$ cat src/design/wrp_pkg.sv
`timescale 1ns / 1ps
// ----------------------------------------------------------------------------
// WAV RIFF parser package
// Shared constants and the queue entry type of the WAV stream parser.
// ----------------------------------------------------------------------------
package wrp_pkg;

  localparam int QUEUE_DEPTH = 4;

  localparam logic [31:0] TAG_RIFF = 32'h4646_4952;
  localparam logic [31:0] TAG_WAVE = 32'h4556_4157;
  localparam logic [31:0] TAG_FMT  = 32'h2074_6D66;
  localparam logic [31:0] TAG_DATA = 32'h6174_6164;

  localparam logic [3:0]  HEADER_BYTES = 4'd12;
  localparam logic [31:0] FMT_MIN      = 32'd16;

  localparam logic KIND_PCM    = 1'b0;
  localparam logic KIND_REPORT = 1'b1;

  localparam logic [2:0] ST_OK        = 3'd0;
  localparam logic [2:0] ST_SHORT     = 3'd1;
  localparam logic [2:0] ST_NO_RIFF   = 3'd2;
  localparam logic [2:0] ST_NO_WAVE   = 3'd3;
  localparam logic [2:0] ST_FMT_BAD   = 3'd4;
  localparam logic [2:0] ST_DATA_TRUNC = 3'd5;
  localparam logic [2:0] ST_MISSING   = 3'd6;
  localparam logic [2:0] ST_NOT_PCM   = 3'd7;

  typedef struct packed {
    logic        has_pcm;
    logic [7:0]  pcm_byte;
    logic        has_rep;
    logic [2:0]  status;
    logic [15:0] audio_format;
    logic [15:0] channel_count;
    logic [31:0] sample_rate;
    logic [15:0] sample_bits;
    logic [31:0] data_length;
  } entry_t;

endpackage

$ cat src/design/wrp_ifs.sv
`timescale 1ns / 1ps
// ----------------------------------------------------------------------------
// WAV RIFF parser channels
// Valid/ready channels for input bytes and result beats.
// ----------------------------------------------------------------------------
interface wrp_in_if;
  logic       valid;
  logic       ready;
  logic [7:0] in_byte;
  logic       is_last;

  modport source (output valid, output in_byte, output is_last, input ready);
  modport sink (input valid, input in_byte, input is_last, output ready);
endinterface

interface wrp_out_if;
  logic        valid;
  logic        ready;
  logic        kind;
  logic [7:0]  pcm_byte;
  logic [2:0]  status;
  logic [15:0] audio_format;
  logic [15:0] channel_count;
  logic [31:0] sample_rate;
  logic [15:0] sample_bits;
  logic [31:0] data_length;
  logic        final_flag;

  modport source (output valid, output kind, output pcm_byte, output status,
                  output audio_format, output channel_count, output sample_rate,
                  output sample_bits, output data_length, output final_flag,
                  input ready);
  modport sink (input valid, input kind, input pcm_byte, input status,
                input audio_format, input channel_count, input sample_rate,
                input sample_bits, input data_length, input final_flag,
                output ready);
endinterface

$ cat src/design/wrp_fifo.sv
`timescale 1ns / 1ps
// ----------------------------------------------------------------------------
// WAV RIFF parser queue
// Register queue of parsed entries between the front and back parts.
// ----------------------------------------------------------------------------
module wrp_fifo #(
  parameter int Depth = wrp_pkg::QUEUE_DEPTH
) (
  input  logic            clk,
  input  logic            rst_n,
  input  logic            push,
  input  wrp_pkg::entry_t push_data,
  output logic            full,
  input  logic            pop,
  output logic            empty,
  output wrp_pkg::entry_t head
);

  localparam int AW = (Depth > 1) ? $clog2(Depth) : 1;
  localparam int CW = $clog2(Depth + 1);

  wrp_pkg::entry_t mem_r [Depth];
  logic [AW-1:0]   wr_ptr_r, wr_ptr_nxt;
  logic [AW-1:0]   rd_ptr_r, rd_ptr_nxt;
  logic [CW-1:0]   count_r, count_nxt;

  assign full  = (count_r == CW'(Depth));
  assign empty = (count_r == '0);
  assign head  = mem_r[rd_ptr_r];

  always_comb begin
    wr_ptr_nxt = wr_ptr_r;
    rd_ptr_nxt = rd_ptr_r;
    count_nxt  = count_r;
    if (push) begin
      wr_ptr_nxt = (wr_ptr_r == AW'(Depth - 1)) ? '0 : wr_ptr_r + 1'b1;
    end
    if (pop) begin
      rd_ptr_nxt = (rd_ptr_r == AW'(Depth - 1)) ? '0 : rd_ptr_r + 1'b1;
    end
    if (push && !pop) begin
      count_nxt = count_r + 1'b1;
    end else if (pop && !push) begin
      count_nxt = count_r - 1'b1;
    end
  end

  always_ff @(posedge clk) begin
    if (!rst_n) begin
      wr_ptr_r <= '0;
      rd_ptr_r <= '0;
      count_r  <= '0;
    end else begin
      wr_ptr_r <= wr_ptr_nxt;
      rd_ptr_r <= rd_ptr_nxt;
      count_r  <= count_nxt;
    end
  end

  always_ff @(posedge clk) begin
    if (push) begin
      mem_r[wr_ptr_r] <= push_data;
    end
  end

`ifndef ASSERT_OFF
  a_no_overflow: assert property (@(posedge clk) disable iff (!rst_n)
    full |-> !push)
    else $error("queue written while full");
  a_no_underflow: assert property (@(posedge clk) disable iff (!rst_n)
    empty |-> !pop)
    else $error("queue read while empty");
`endif

endmodule

$ cat src/design/wrp_front.sv
`timescale 1ns / 1ps
// ----------------------------------------------------------------------------
// WAV RIFF parser front
// Walks the RIFF header and chunks one byte per beat and queues results.
// ----------------------------------------------------------------------------
module wrp_front (
  input  logic            clk,
  input  logic            rst_n,
  wrp_in_if.sink          in_ch,
  input  logic            full,
  output logic            push,
  output wrp_pkg::entry_t push_data
);

  localparam logic [3:0] PH_RIFF  = 4'd0;
  localparam logic [3:0] PH_RSIZE = 4'd1;
  localparam logic [3:0] PH_WAVE  = 4'd2;
  localparam logic [3:0] PH_ID    = 4'd3;
  localparam logic [3:0] PH_LEN   = 4'd4;
  localparam logic [3:0] PH_FMT   = 4'd5;
  localparam logic [3:0] PH_DATA  = 4'd6;
  localparam logic [3:0] PH_SKIP  = 4'd7;
  localparam logic [3:0] PH_PAD   = 4'd8;
  localparam logic [3:0] PH_HALT  = 4'd9;

  localparam logic [1:0] CK_OTHER = 2'd0;
  localparam logic [1:0] CK_FMT   = 2'd1;
  localparam logic [1:0] CK_DATA  = 2'd2;

  logic [3:0]  phase_r, phase_nxt;
  logic [31:0] left_r, left_nxt;
  logic [31:0] tag_r, tag_nxt;
  logic [31:0] clen_r, clen_nxt;
  logic [15:0] fmt_r, fmt_nxt;
  logic [15:0] chan_r, chan_nxt;
  logic [31:0] rate_r, rate_nxt;
  logic [15:0] bits_r, bits_nxt;
  logic [31:0] dlen_r, dlen_nxt;
  logic [1:0]  seen_r, seen_nxt;
  logic [2:0]  err_r, err_nxt;
  logic [3:0]  cnt_r, cnt_nxt;
  logic [1:0]  ckind_r, ckind_nxt;
  logic [31:0] off;
  logic        acc;

  assign in_ch.ready = !full;
  assign acc = in_ch.valid && in_ch.ready;
  assign off = clen_r - left_r;

  always_comb begin
    phase_nxt = phase_r;
    left_nxt  = left_r;
    tag_nxt   = tag_r;
    clen_nxt  = clen_r;
    fmt_nxt   = fmt_r;
    chan_nxt  = chan_r;
    rate_nxt  = rate_r;
    bits_nxt  = bits_r;
    dlen_nxt  = dlen_r;
    seen_nxt  = seen_r;
    err_nxt   = err_r;
    cnt_nxt   = cnt_r;
    ckind_nxt = ckind_r;
    push      = 1'b0;
    push_data = '0;
    if (acc) begin
      if (cnt_r < wrp_pkg::HEADER_BYTES) begin
        cnt_nxt = cnt_r + 1'b1;
      end
      case (phase_r)
        PH_RIFF, PH_RSIZE, PH_WAVE, PH_ID, PH_LEN: begin
          tag_nxt  = {in_ch.in_byte, tag_r[31:8]};
          left_nxt = left_r - 1'b1;
          if (left_nxt == '0) begin
            left_nxt = 32'd4;
            case (phase_r)
              PH_RIFF: begin
                if (tag_nxt != wrp_pkg::TAG_RIFF) begin
                  err_nxt   = wrp_pkg::ST_NO_RIFF;
                  phase_nxt = PH_HALT;
                end else begin
                  phase_nxt = PH_RSIZE;
                end
              end
              PH_RSIZE: begin
                phase_nxt = PH_WAVE;
              end
              PH_WAVE: begin
                if (tag_nxt != wrp_pkg::TAG_WAVE) begin
                  err_nxt   = wrp_pkg::ST_NO_WAVE;
                  phase_nxt = PH_HALT;
                end else begin
                  phase_nxt = PH_ID;
                end
              end
              PH_ID: begin
                if (tag_nxt == wrp_pkg::TAG_FMT) begin
                  ckind_nxt = CK_FMT;
                end else if (tag_nxt == wrp_pkg::TAG_DATA) begin
                  ckind_nxt = CK_DATA;
                end else begin
                  ckind_nxt = CK_OTHER;
                end
                phase_nxt = PH_LEN;
              end
              default: begin
                clen_nxt = tag_nxt;
                if (ckind_r == CK_FMT) begin
                  if (tag_nxt < wrp_pkg::FMT_MIN) begin
                    err_nxt   = wrp_pkg::ST_FMT_BAD;
                    phase_nxt = PH_HALT;
                  end else begin
                    phase_nxt = PH_FMT;
                    left_nxt  = tag_nxt;
                  end
                end else begin
                  if (ckind_r == CK_DATA) begin
                    dlen_nxt    = tag_nxt;
                    seen_nxt[1] = 1'b1;
                  end
                  if (tag_nxt == '0) begin
                    phase_nxt = PH_ID;
                  end else begin
                    phase_nxt = (ckind_r == CK_DATA) ? PH_DATA : PH_SKIP;
                    left_nxt  = tag_nxt;
                  end
                end
              end
            endcase
          end
        end
        PH_FMT, PH_DATA, PH_SKIP: begin
          if (phase_r == PH_FMT && off[31:4] == '0) begin
            case (off[3:0])
              4'd0:  fmt_nxt[7:0]    = in_ch.in_byte;
              4'd1:  fmt_nxt[15:8]   = in_ch.in_byte;
              4'd2:  chan_nxt[7:0]   = in_ch.in_byte;
              4'd3:  chan_nxt[15:8]  = in_ch.in_byte;
              4'd4:  rate_nxt[7:0]   = in_ch.in_byte;
              4'd5:  rate_nxt[15:8]  = in_ch.in_byte;
              4'd6:  rate_nxt[23:16] = in_ch.in_byte;
              4'd7:  rate_nxt[31:24] = in_ch.in_byte;
              4'd14: bits_nxt[7:0]   = in_ch.in_byte;
              4'd15: bits_nxt[15:8]  = in_ch.in_byte;
              default: ;
            endcase
          end
          if (phase_r == PH_DATA) begin
            push_data.has_pcm  = 1'b1;
            push_data.pcm_byte = in_ch.in_byte;
          end
          left_nxt = left_r - 1'b1;
          if (left_nxt == '0) begin
            if (phase_r == PH_FMT) begin
              seen_nxt[0] = 1'b1;
            end
            phase_nxt = clen_r[0] ? PH_PAD : PH_ID;
            left_nxt  = 32'd4;
          end
        end
        PH_PAD: begin
          phase_nxt = PH_ID;
          left_nxt  = 32'd4;
        end
        default: ;
      endcase

      if (in_ch.is_last) begin
        if (phase_nxt == PH_FMT && left_nxt != '0) begin
          err_nxt = wrp_pkg::ST_FMT_BAD;
        end else if (phase_nxt == PH_DATA && left_nxt != '0) begin
          err_nxt = wrp_pkg::ST_DATA_TRUNC;
        end
        push_data.has_rep = 1'b1;
        if (cnt_nxt < wrp_pkg::HEADER_BYTES) begin
          push_data.status = wrp_pkg::ST_SHORT;
        end else if (err_nxt != wrp_pkg::ST_OK) begin
          push_data.status = err_nxt;
        end else if (seen_nxt != 2'b11) begin
          push_data.status = wrp_pkg::ST_MISSING;
        end else if (fmt_nxt != 16'd1) begin
          push_data.status = wrp_pkg::ST_NOT_PCM;
        end else begin
          push_data.status = wrp_pkg::ST_OK;
        end
        push_data.audio_format  = fmt_nxt;
        push_data.channel_count = chan_nxt;
        push_data.sample_rate   = rate_nxt;
        push_data.sample_bits   = bits_nxt;
        push_data.data_length   = dlen_nxt;

        phase_nxt = PH_RIFF;
        left_nxt  = 32'd4;
        tag_nxt   = '0;
        clen_nxt  = '0;
        fmt_nxt   = '0;
        chan_nxt  = '0;
        rate_nxt  = '0;
        bits_nxt  = '0;
        dlen_nxt  = '0;
        seen_nxt  = '0;
        err_nxt   = wrp_pkg::ST_OK;
        cnt_nxt   = '0;
        ckind_nxt = CK_OTHER;
      end
      push = push_data.has_pcm || push_data.has_rep;
    end
  end

  always_ff @(posedge clk) begin
    if (!rst_n) begin
      phase_r <= PH_RIFF;
      left_r  <= 32'd4;
      tag_r   <= '0;
      clen_r  <= '0;
      fmt_r   <= '0;
      chan_r  <= '0;
      rate_r  <= '0;
      bits_r  <= '0;
      dlen_r  <= '0;
      seen_r  <= '0;
      err_r   <= wrp_pkg::ST_OK;
      cnt_r   <= '0;
      ckind_r <= CK_OTHER;
    end else begin
      phase_r <= phase_nxt;
      left_r  <= left_nxt;
      tag_r   <= tag_nxt;
      clen_r  <= clen_nxt;
      fmt_r   <= fmt_nxt;
      chan_r  <= chan_nxt;
      rate_r  <= rate_nxt;
      bits_r  <= bits_nxt;
      dlen_r  <= dlen_nxt;
      seen_r  <= seen_nxt;
      err_r   <= err_nxt;
      cnt_r   <= cnt_nxt;
      ckind_r <= ckind_nxt;
    end
  end

`ifndef ASSERT_OFF
  a_last_restarts: assert property (@(posedge clk) disable iff (!rst_n)
    (acc && in_ch.is_last) |=> (phase_r == PH_RIFF && cnt_r == '0))
    else $error("parser did not restart after the last byte");
`endif

endmodule

$ cat src/design/wrp_back.sv
`timescale 1ns / 1ps
// ----------------------------------------------------------------------------
// WAV RIFF parser back
// Splits each queued entry into its data beat, its report beat, or both.
// ----------------------------------------------------------------------------
module wrp_back (
  input  logic            clk,
  input  logic            rst_n,
  input  logic            empty,
  input  wrp_pkg::entry_t head,
  output logic            pop,
  wrp_out_if.source       out_ch
);

  logic pcm_done_r, pcm_done_nxt;
  logic pcm_beat;
  logic beat_acc;

  assign pcm_beat = head.has_pcm && !pcm_done_r;
  assign beat_acc = out_ch.valid && out_ch.ready;
  assign pop      = beat_acc && (!pcm_beat || !head.has_rep);

  assign out_ch.valid         = !empty;
  assign out_ch.kind          = pcm_beat ? wrp_pkg::KIND_PCM : wrp_pkg::KIND_REPORT;
  assign out_ch.pcm_byte      = pcm_beat ? head.pcm_byte : 8'd0;
  assign out_ch.status        = pcm_beat ? wrp_pkg::ST_OK : head.status;
  assign out_ch.audio_format  = pcm_beat ? 16'd0 : head.audio_format;
  assign out_ch.channel_count = pcm_beat ? 16'd0 : head.channel_count;
  assign out_ch.sample_rate   = pcm_beat ? 32'd0 : head.sample_rate;
  assign out_ch.sample_bits   = pcm_beat ? 16'd0 : head.sample_bits;
  assign out_ch.data_length   = pcm_beat ? 32'd0 : head.data_length;
  assign out_ch.final_flag    = !pcm_beat;

  always_comb begin
    pcm_done_nxt = pcm_done_r;
    if (pop) begin
      pcm_done_nxt = 1'b0;
    end else if (beat_acc && pcm_beat) begin
      pcm_done_nxt = 1'b1;
    end
  end

  always_ff @(posedge clk) begin
    if (!rst_n) begin
      pcm_done_r <= 1'b0;
    end else begin
      pcm_done_r <= pcm_done_nxt;
    end
  end

endmodule

$ cat src/design/wav_riff_stream_parser.sv
`timescale 1ns / 1ps
// ----------------------------------------------------------------------------
// WAV RIFF stream parser
// Each result is registered in the queue as its byte is taken and is offered
// from the queue head. Throughput: one byte per cycle while the queue is not full;
// a data byte that also ends the image yields two beats from the back part's single output port.
// Reset: synchronous rst_n restarts the parser at the RIFF tag and empties
// the queue; no clearing pass is needed.
// ----------------------------------------------------------------------------
module wav_riff_stream_parser #(
  parameter int FIFO_DEPTH = wrp_pkg::QUEUE_DEPTH
) (
  input  logic      clk,
  input  logic      rst_n,
  wrp_in_if.sink    in_ch,
  wrp_out_if.source out_ch
);

  logic            push;
  logic            pop;
  logic            full;
  logic            empty;
  wrp_pkg::entry_t push_data;
  wrp_pkg::entry_t head;

  wrp_front u_front (
    .clk       (clk),
    .rst_n     (rst_n),
    .in_ch     (in_ch),
    .full      (full),
    .push      (push),
    .push_data (push_data)
  );

  wrp_fifo #(
    .Depth (FIFO_DEPTH)
  ) u_fifo (
    .clk       (clk),
    .rst_n     (rst_n),
    .push      (push),
    .push_data (push_data),
    .full      (full),
    .pop       (pop),
    .empty     (empty),
    .head      (head)
  );

  wrp_back u_back (
    .clk    (clk),
    .rst_n  (rst_n),
    .empty  (empty),
    .head   (head),
    .pop    (pop),
    .out_ch (out_ch)
  );

`ifndef ASSERT_OFF
  a_pcm_beat_clean: assert property (@(posedge clk) disable iff (!rst_n)
    (out_ch.valid && out_ch.kind == wrp_pkg::KIND_PCM) |->
      (out_ch.final_flag == 1'b0 && out_ch.status == wrp_pkg::ST_OK))
    else $error("data beat carries report fields");
  a_report_clean: assert property (@(posedge clk) disable iff (!rst_n)
    (out_ch.valid && out_ch.kind == wrp_pkg::KIND_REPORT) |->
      (out_ch.final_flag == 1'b1 && out_ch.pcm_byte == 8'd0))
    else $error("report beat malformed");
`endif

endmodule
$ cat src/flat_wrapper.sv
// flat-port wrapper written by rule: the top's interface ports become plain ports
module wav_riff_stream_parser_flat 
#(
  parameter int FIFO_DEPTH = wrp_pkg::QUEUE_DEPTH
)
  (clk, rst_n, in_ch_valid, in_ch_in_byte, in_ch_is_last, in_ch_ready, out_ch_valid, out_ch_kind, out_ch_pcm_byte, out_ch_status, out_ch_audio_format, out_ch_channel_count, out_ch_sample_rate, out_ch_sample_bits, out_ch_data_length, out_ch_final_flag, out_ch_ready);
  wrp_in_if in_ch_i ();
  wrp_out_if out_ch_i ();
  input  logic clk;
  input  logic rst_n;
  input wire logic [$bits(in_ch_i.valid)-1:0] in_ch_valid;
  input wire logic [$bits(in_ch_i.in_byte)-1:0] in_ch_in_byte;
  input wire logic [$bits(in_ch_i.is_last)-1:0] in_ch_is_last;
  output wire logic [$bits(in_ch_i.ready)-1:0] in_ch_ready;
  output wire logic [$bits(out_ch_i.valid)-1:0] out_ch_valid;
  output wire logic [$bits(out_ch_i.kind)-1:0] out_ch_kind;
  output wire logic [$bits(out_ch_i.pcm_byte)-1:0] out_ch_pcm_byte;
  output wire logic [$bits(out_ch_i.status)-1:0] out_ch_status;
  output wire logic [$bits(out_ch_i.audio_format)-1:0] out_ch_audio_format;
  output wire logic [$bits(out_ch_i.channel_count)-1:0] out_ch_channel_count;
  output wire logic [$bits(out_ch_i.sample_rate)-1:0] out_ch_sample_rate;
  output wire logic [$bits(out_ch_i.sample_bits)-1:0] out_ch_sample_bits;
  output wire logic [$bits(out_ch_i.data_length)-1:0] out_ch_data_length;
  output wire logic [$bits(out_ch_i.final_flag)-1:0] out_ch_final_flag;
  input wire logic [$bits(out_ch_i.ready)-1:0] out_ch_ready;
  assign in_ch_i.valid = in_ch_valid;
  assign in_ch_i.in_byte = in_ch_in_byte;
  assign in_ch_i.is_last = in_ch_is_last;
  assign in_ch_ready = in_ch_i.ready;
  assign out_ch_valid = out_ch_i.valid;
  assign out_ch_kind = out_ch_i.kind;
  assign out_ch_pcm_byte = out_ch_i.pcm_byte;
  assign out_ch_status = out_ch_i.status;
  assign out_ch_audio_format = out_ch_i.audio_format;
  assign out_ch_channel_count = out_ch_i.channel_count;
  assign out_ch_sample_rate = out_ch_i.sample_rate;
  assign out_ch_sample_bits = out_ch_i.sample_bits;
  assign out_ch_data_length = out_ch_i.data_length;
  assign out_ch_final_flag = out_ch_i.final_flag;
  assign out_ch_i.ready = out_ch_ready;
  wav_riff_stream_parser #(.FIFO_DEPTH(FIFO_DEPTH)) u_core (.clk(clk), .rst_n(rst_n), .in_ch(in_ch_i), .out_ch(out_ch_i));
endmodule
$ cat config.mk
export PLATFORM = sky130hd
export DESIGN_NAME = wav_riff_stream_parser_flat
export DESIGN_NICKNAME = d
export VERILOG_FILES = /design/src/design/wrp_pkg.sv /design/src/design/wrp_ifs.sv /design/src/design/wrp_fifo.sv /design/src/design/wrp_front.sv /design/src/design/wrp_back.sv /design/src/design/wav_riff_stream_parser.sv /design/src/flat_wrapper.sv
export SDC_FILE = /design/constraint.sdc
export NUM_CORES = 1
export LEC_CHECK = 0
export ABC_AREA = 0
export BUFFER_PORTS_ARGS = -buffer_cell sky130_fd_sc_hd__buf_4
export CORE_MARGIN = 1.5
export CORE_UTILIZATION = 45
export CTS_CLUSTER_DIAMETER = 80
export DETAILED_ROUTE_END_ITERATION = 10
export MAX_ROUTING_LAYER = met4
export PLACE_DENSITY_LB_ADDON = 0.05
export SLEW_MARGIN = 20
export SYNTH_ARGS = -nofsm -noshare
export SYNTH_HDL_FRONTEND = slang
export SYNTH_SLANG_ARGS = --single-unit
$ cat constraint.sdc
create_clock -name clk -period 18.4 [get_ports clk]
set_input_delay 1.84 -clock clk [delete_from_list [all_inputs] [get_ports clk]]
set_output_delay 1.84 -clock clk [all_outputs]
set_load 0.01 [all_outputs]
==> summary.md, run 1 <==
| Metric | Value |
|---|---|
| Synth Area in Compound Gates | 10.6% |
| Antenna Violating Nets Remaining | 0 |
| Post-DP HPWL | approximately 64000 um |
| Root Driver | clkbuf_16 |
| Initial antenna violation count | 1 |
| Worst-Margin Slew | approximately 1.2 ns |
| Global-route wire length before repair | around 150000 um |
| Clk_lat worst skew | around 0.65 ns |
| Seq/Total Area, Yosys | a little under three fifths |
| Cell mode on critical path | nor2b_1 |
| Minimum clock period | 6.39 ns |
| Aggregate global-route resource usage | a little over a quarter |
| Chain of cells forming the critical path | inv_1 > ha_1 > nor2b_1 > o31ai_1 > a21oi_1 > or4_1 > a31oi_1 > nor4b_1 > nand4_1 > nand4b_1 > nor3_1 > nand3_1 > nor2_1 > a22oi_1 > nor2b_1 |
| Crit start category | register |
| Die height | between 200 and 300 um |
| Final setup vio count | 0 |
| CP top delay family | simple AND/OR/NAND/NOR gates |
| Yosys warns | 0 |
| Normalized max-slew margin | 19.7% |
| Beginning of the worst register-to-register path | u_core.u_front.left_r[1]$_SDFFE_PN0P_ |
| Row cnt | 100 |
| Fin nets | 2915 |
| I/O pin count | 140 |
| Synth Area in Simple Gates | between 10% and 20% |
| Post-synth EDFFs | 500 |
| Status | completed |
| Worst Hold End | u_core.u_front.clen_r[18]$_SDFFE_PN0P_ |
| CTS tree | yes |
| Core Box Area | 74600 um2 |
| Hold depth | 2 |
| Number of global-route vias before repair | approximately 24000 |
| Peak VDD IR | roughly 0.073 mV |
| Met2 global-route usage | between 40% and 50% |
| Grt met1 use | 35.1% |
| Cts bufs inserted | 81 |
| Synth area leaders | edfxtp_1 44%, dfxtp_1 13%, mux4_2 8.3% |
| CP Max Fanout | 10 |
| DRC viols | 0 |
| Largest stage delay, worst path | between 0.6 and 0.7 ns |
| Final hold viol count | 0 |
| Hold_ws | ~0.46 ns |
| Placed Cells incl. Taps | 3744 |
| DRT Wirelength | around 100000 um |
| Synth Cell Area | around 34000 um2 |
| Mean post-synth cell area | around 12 um2 |
| Ys async rst share | 0% |
| Synth Register Bits | between 700 and 800 |
| Synth Net Count | 2860 |
| Multiplexer share of the synthesized area | approximately 11% |
| Count leader, synth | edfxtp_1 |
| IO buf count | ~140 |
| Slew Limit Fails | 0 |
| Grt ovf | 0 |
| Worst Hold Launch | u_core.u_front.clen_r[18]$_SDFFE_PN0P_ |
| CP Buf/Inv Count | 1 |
| Starting density of the core | between 40% and 50% |
| Non-Filler Instances | 3898 |
| Clock Path Buffers | 3 |
| Setup slack, reg-to-reg | 12.01 ns |
| Clock sinks | 725 |
| Most Used Layer, Global Route | met2 |
| Layout cells sized above 1 | between 10% and 20% |
| Via density | approximately 6.0 |
| Dominant synthesized flop cell | edfxtp_1 |
| CP Data Required Time | approximately 19 ns |
| WP data arrival | between 6 and 7 ns |
| Tightest Hold Check Type | reg2reg |
| Final TNS setup | 0 ns |
| Area share of fa/ha/maj cells after synthesis | 1.59% |
| Crit Path Class | reg2reg |
| Worst reg2reg path endpoint | u_core.u_front.rate_r[19]$_SDFFE_PN0P_ |
| DRT Pass-1 Iters | 5 |
| H-tree depth | 3 |
| Lkg Pwr | 13.1 nW |
| FILL cells | about 6400 |
| Final GP Congestion | just under 1 |
| CTS resizes | 0 |
| Core Util, Final | approximately 52% |
| R2R cell count | 15 |
| Post-CTS Setup Inserts | 0 |
| Vias post-DR | between 20000 and 25000 |
| Cell variety after synth | between 80 and 90 |
| GR Util met3 | under 10% |
| RSZ-0062 raised after global routing | no |
| Largest family of logic cells by synthesized area | simple AND/OR/NAND/NOR gates |
| Final Cycle Share | roughly a third |
| Hold Buf Count CTS | 0 |
| Cell area after layout | around 39000 um2 |
| Maximum Capacitance Violations | 0 |
| PwrDens | 121 nW/um2 |
| Iter 0 DRT Violations | between 1500 and 2000 |
| Crit end category | register |
| Fmax | around 160 MHz |
| Post-place instance area | around 36000 um2 |
| Routed len/inst | around 26 um |
| Share of the synthesized area in the top cell type | 44.2% |
| Skew final | ~0.029 ns |
| Cells after synthesis | 2805 |
| Die W | roughly 280 um |
| Synth area leader | edfxtp_1 |
| CTS clk-pin slew, worst paths | 0.06 ns |
| XOR/XNOR Fraction of Synth Area | less than 1% |
| Largest net degree at the start of global routing | between 100 and 150 |
| Die ar. | slightly below 80000 um2 |
| Synth top cells by count | 500 x edfxtp_1, 292 x nor2b_1, 225 x dfxtp_1, 204 x nand2_1, 184 x nor2_1 |
| Slowest CP cell | nand3_1 |
| Area Overhead vs Synth | 14.1% |
-- area by class of cell --
type / count / area [um2] / share of cell area, %
Sequential cell: 725 / 19500 / 50.4
Inverter: 56 / 210 / 0.543
Clock buffer: 109 / 2250 / 5.80
Clock inverter: 42 / 603 / 1.56
Tap cell: 969 / 1210 / 3.13
Antenna cell: 1 / 2.50 / 0.00647
Multi-Input combinational cell: 1818 / 13500 / 35.0
Timing Repair Buffer: 178 / 1370 / 3.55
-- sequential cells by signal, indices dropped and copies added (netlist names), 16 cells and up, named ones only --
name and flops:
u_core.u_front.chan_r 16, u_core.u_front.fmt_r 16, u_core.u_front.bits_r 16, u_core.u_front.tag_r 24, u_core.u_front.left_r 32, u_core.u_front.rate_r 32
u_core.u_fifo.mem_r 500, u_core.u_front.clen_r 32, u_core.u_front.dlen_r 32
-- stage by stage --
step,power [mW],setup slack [ns]
2_1_floorplan,2.58,9.37
3_3_place_gp,3.01,12.27
3_5_place_dp,3.01,12.22
5_1_grt,4.87,11.70
6_report,4.67,12.01
4_1_cts,4.72,12.16
-- worst max path at each step --
stage	startpoint	endpoint	slack [ns]	depth (start not counted)
after floorplan	in_ch_valid	u_core.u_fifo.mem_r[0][0]$_DFFE_PP_	9.37	5
after global placement	u_core.u_front.left_r[13]$_SDFFE_PN0P_	u_core.u_front.rate_r[17]$_SDFFE_PN0P_	12.27	15
after detailed placement	u_core.u_front.left_r[7]$_SDFFE_PN0P_	u_core.u_front.rate_r[19]$_SDFFE_PN0P_	12.22	15
after CTS	u_core.u_front.left_r[7]$_SDFFE_PN0P_	u_core.u_front.rate_r[19]$_SDFFE_PN0P_	12.16	15
after global routing	u_core.u_front.left_r[1]$_SDFFE_PN0P_	u_core.u_front.rate_r[22]$_SDFFE_PN0P_	11.70	15
final	u_core.u_front.left_r[1]$_SDFFE_PN0P_	u_core.u_front.rate_r[19]$_SDFFE_PN0P_	12.01	15
-- tightest hold or removal path: cells and delay by family (launching register included) --
| family | cells | cell delay, ns |
|---|---|---|
| AO/OA/AOI/OAI | 1 | 0.05 |
| flip-flops | 1 | 0.31 |
| AND/OR/NAND/NOR | 1 | 0.05 |
-- cells in the final DEF (no fill, tap or decap), types with 18 or more instances in the layout --
master,Yosys,routed
edfxtp_1,500,500
nor4_1,27,26
o21ai_0,81,81
a21o_1,18,18
inv_1,55,55
nor2_1,184,184
a21boi_0,35,35
nor2b_1,292,282
mux4_2,125,125
clkbuf_16,0,84
clkbuf_1,176,20
ha_1,40,40
mux2i_1,87,87
dfxtp_1,225,223
a22oi_1,146,146
and2_1,53,53
nor3_1,46,45
xnor2_1,20,20
nand2_1,204,203
nand3_1,55,55
buf_4,1,175
nand4_1,34,34
a21oi_1,117,116
-- metal layers --
| layer | share of wire (%) | up-vias |
|---|---|---|
| met5 | 0 | - |
| met4 | 2.7 | 0 |
| met3 | 4.8 | 154 |
| met2 | 49 | 661 |
| met1 | 43 | 12000 |
| li1 | - | 10600 |
-- power by group --
group,internal [mW],total [mW],switching (mW)
sequential,1.79,1.84,0.0456
combinational,0.477,1.12,0.646
clock,1.03,1.71,0.682
total,3.30,4.67,1.37
-- cell families (layout without fill, tap and decap cells) --
family / count (synthesis) / in the layout
AND/OR/NAND/NOR: 999 / 999
flip-flops: 725 / 725
AO/OA/AOI/OAI: 537 / 537
buffers and inverters: 262 / 385
multiplexers: 215 / 215
adder cells (fa/ha/maj): 42 / 42
XOR/XNOR: 25 / 25
other: 0 / 1
No activity file was read; power rests on OpenSTA's default activity.
==> inputs of run 2 (changes only) <==
==> constraint.sdc (replaced) <==
create_clock -name clk -period 5.21 [get_ports clk]
set_input_delay 0.521 -clock clk [delete_from_list [all_inputs] [get_ports clk]]
set_output_delay 0.521 -clock clk [all_outputs]
set_load 0.01 [all_outputs]
==> summary.md, run 2 (same netlist as run 1, synthesis figures left out) <==
| Metric | Value |
|---|---|
| Status | completed |
| Initial antenna violation count | 1 |
| Max reg flops | 500 |
| Iter 0 DRT Violations | a little over 2000 |
| CP Max Fanout | 8 |
| Vias post-DR | ~24000 |
| Lkg Pwr | 14.2 nW |
| Switch Pwr | roughly 5 mW |
| H-tree depth | 3 |
| DRT Pass-1 Iters | 6 |
| Crit end category | register |
| Final Cycle Share | a little over nine tenths |
| Final GP Congestion | between 0.9 and 1 |
| Seq pwr share | about two fifths |
| Skew final | between 0.05 and 0.06 ns |
| Root Driver | clkbuf_16 |
| Combinational share of power | between 20% and 30% |
| Cts bufs inserted | 79 |
| R2R cell count | 17 |
| Clock sinks | ~730 |
| Layout cells sized above 1 | around 22% |
| Area Overhead vs Synth | 19.2% |
| Cell area after layout | a little over 40000 um2 |
| WP data arrival | 5.36 ns |
| Internal power | roughly 11 mW |
| Die W | approximately 280 um |
| Grt ovf | 0 |
| Placed Cells incl. Taps | between 3000 and 4000 |
| PwrDens | 405 nW/um2 |
| RSZ-0062 raised after global routing | no |
| Core Box Area | 74600 um2 |
| Power Total | between 15 and 20 mW |
| Largest reg by FF count | u_core.u_fifo.mem_r |
| CP Data Required Time | between 5 and 6 ns |
| CTS clk-pin slew, worst paths | ~0.06 ns |
| Hold_ws | 0.298 ns |
| FILL cells | 6369 |
| Post-DP HPWL | 73900 um |
| Maximum Capacitance Violations | 0 |
| Sw frac | ~30% |
| I/O pin count | 140 |
| Minimum clock period | 4.93 ns |
| Most frequent cells in the layout | 500 x edfxtp_1, 386 x buf_4, 279 x nor2b_1, 223 x dfxtp_1, 203 x nand2_1 |
| Crit Path Class | reg2reg |
| Commonest non-fill, non-tap cell in the layout | edfxtp_1 |
| Clock power frac | 33.9% |
| DRC viols | 0 |
| Antenna Violating Nets Remaining | 0 |
| Die ar. | approximately 77000 um2 |
| Row cnt | 100 |
| Hold depth | 4 |
| Die height | ~280 um |
| Post-place instance area | 37800 um2 |
| Largest net degree at the start of global routing | 96 |
| Clock Path Buffers | 3 |
| DRT Wirelength | approximately 110000 um |
| Non-Filler Instances | ~4100 |
| Clk_lat worst skew | roughly 0.64 ns |
| Peak VDD IR | ~0.28 mV |
| Normalized max-slew margin | between 20% and 30% |
| Routed len/inst | around 26 um |
| Worst-Margin Slew | around 1.2 ns |
| ANT cells | 0 |
| Slew Limit Fails | 0 |
| Via density | slightly below 6 |
| Tightest Hold Check Type | in2reg |
| Global-route wire length before repair | around 160000 um |
| Fin nets | approximately 3100 |
| IO buf count | ~140 |
| Aggregate global-route resource usage | 28.6% |
| Number of global-route vias before repair | 24300 |
| Final setup vio count | 0 |
| Post-CTS Setup Inserts | 0 |
| Crit start category | register |
| CTS tree | yes |
| Final hold viol count | 0 |
| Starting density of the core | a little under half |
| Fmax | about 200 MHz |
[run 2: power groups by stage]
stage / registers [mW] / logic (mW) / clock network [mW]
global placement: 6.58 / 4.37 / 0
floorplan: 6.53 / 2.57 / 0
CTS: 6.47 / 4.37 / 5.66
global route: 6.49 / 4.65 / 5.88
finish: 6.47 / 4.34 / 5.55
detailed placement: 6.60 / 4.35 / 0
[run 2: metal layers]
layer	vias to the layer above	share of wire, %	track usage (%)
met2	706	49	47.1
met3	186	4.4	3.51
met4	0	3.8	10.4
met5	-	0	-
li1	11100	-	-
met1	12400	43	36.5
[run 2: layout make-up]
type                       count  area (um2)  share of cell area, %
clock buffer                 117        2240                   5.54
clock inverter                31         345                  0.854
inverter                      56         210                  0.520
multi-input combinational   1818       13600                   33.6
sequential                   725       19500                   48.3
tap                          969        1210                   3.00
timing repair buffer         408        3340                   8.25
[run 2: metrics by stage]
step	setup slack (ns)	setup TNS, ns	util [%]
global placement	0.0168	0	50.7
CTS	0.00414	0	54.2
global route	0.0131	0	54.2
floorplan	-0.231	-115.42	-
detailed placement	-0.0207	-0.0828	50.7
finish	0.276	0	54.2
[run 2: final timing paths]
check,start,endpoint,slack [ns]
worst max-delay path,u_core.u_front.left_r[7]$_SDFFE_PN0P_,u_core.u_fifo.mem_r[3][113]$_DFFE_PP_,0.28
worst min-delay path,out_ch_ready,u_core.u_back.pcm_done_r$_SDFFE_PP0P_,0.30
worst max register to register,u_core.u_front.left_r[7]$_SDFFE_PN0P_,u_core.u_fifo.mem_r[3][113]$_DFFE_PP_,0.28
worst min register to register,u_core.u_front.clen_r[23]$_SDFFE_PN0P_,u_core.u_front.clen_r[23]$_SDFFE_PN0P_,0.46
[run 2: timing repair]
action / in CTS / in global routing
hold buffers: 0 / 0
endpoints found under the hold margin: 0 / 0
setup endpoints to repair: 4 / 338
gates resized for setup: 1 / 9
[run 2: critical path: stages, from the launching register on]
cell	delay, ns
dfxtp_1	0.40
inv_1	0.14
ha_1	0.43
and2_1	0.19
or4_1	0.48
o21a_1	0.22
or2_1	0.26
xor2_1	0.16
or3_1	0.39
or4_1	0.56
nor4b_2	0.30
buf_4	0.18
nor2_1	0.04
a32oi_1	0.30
buf_4	0.18
nand2b_1	0.13
a21oi_1	0.08
a211oi_2	0.31
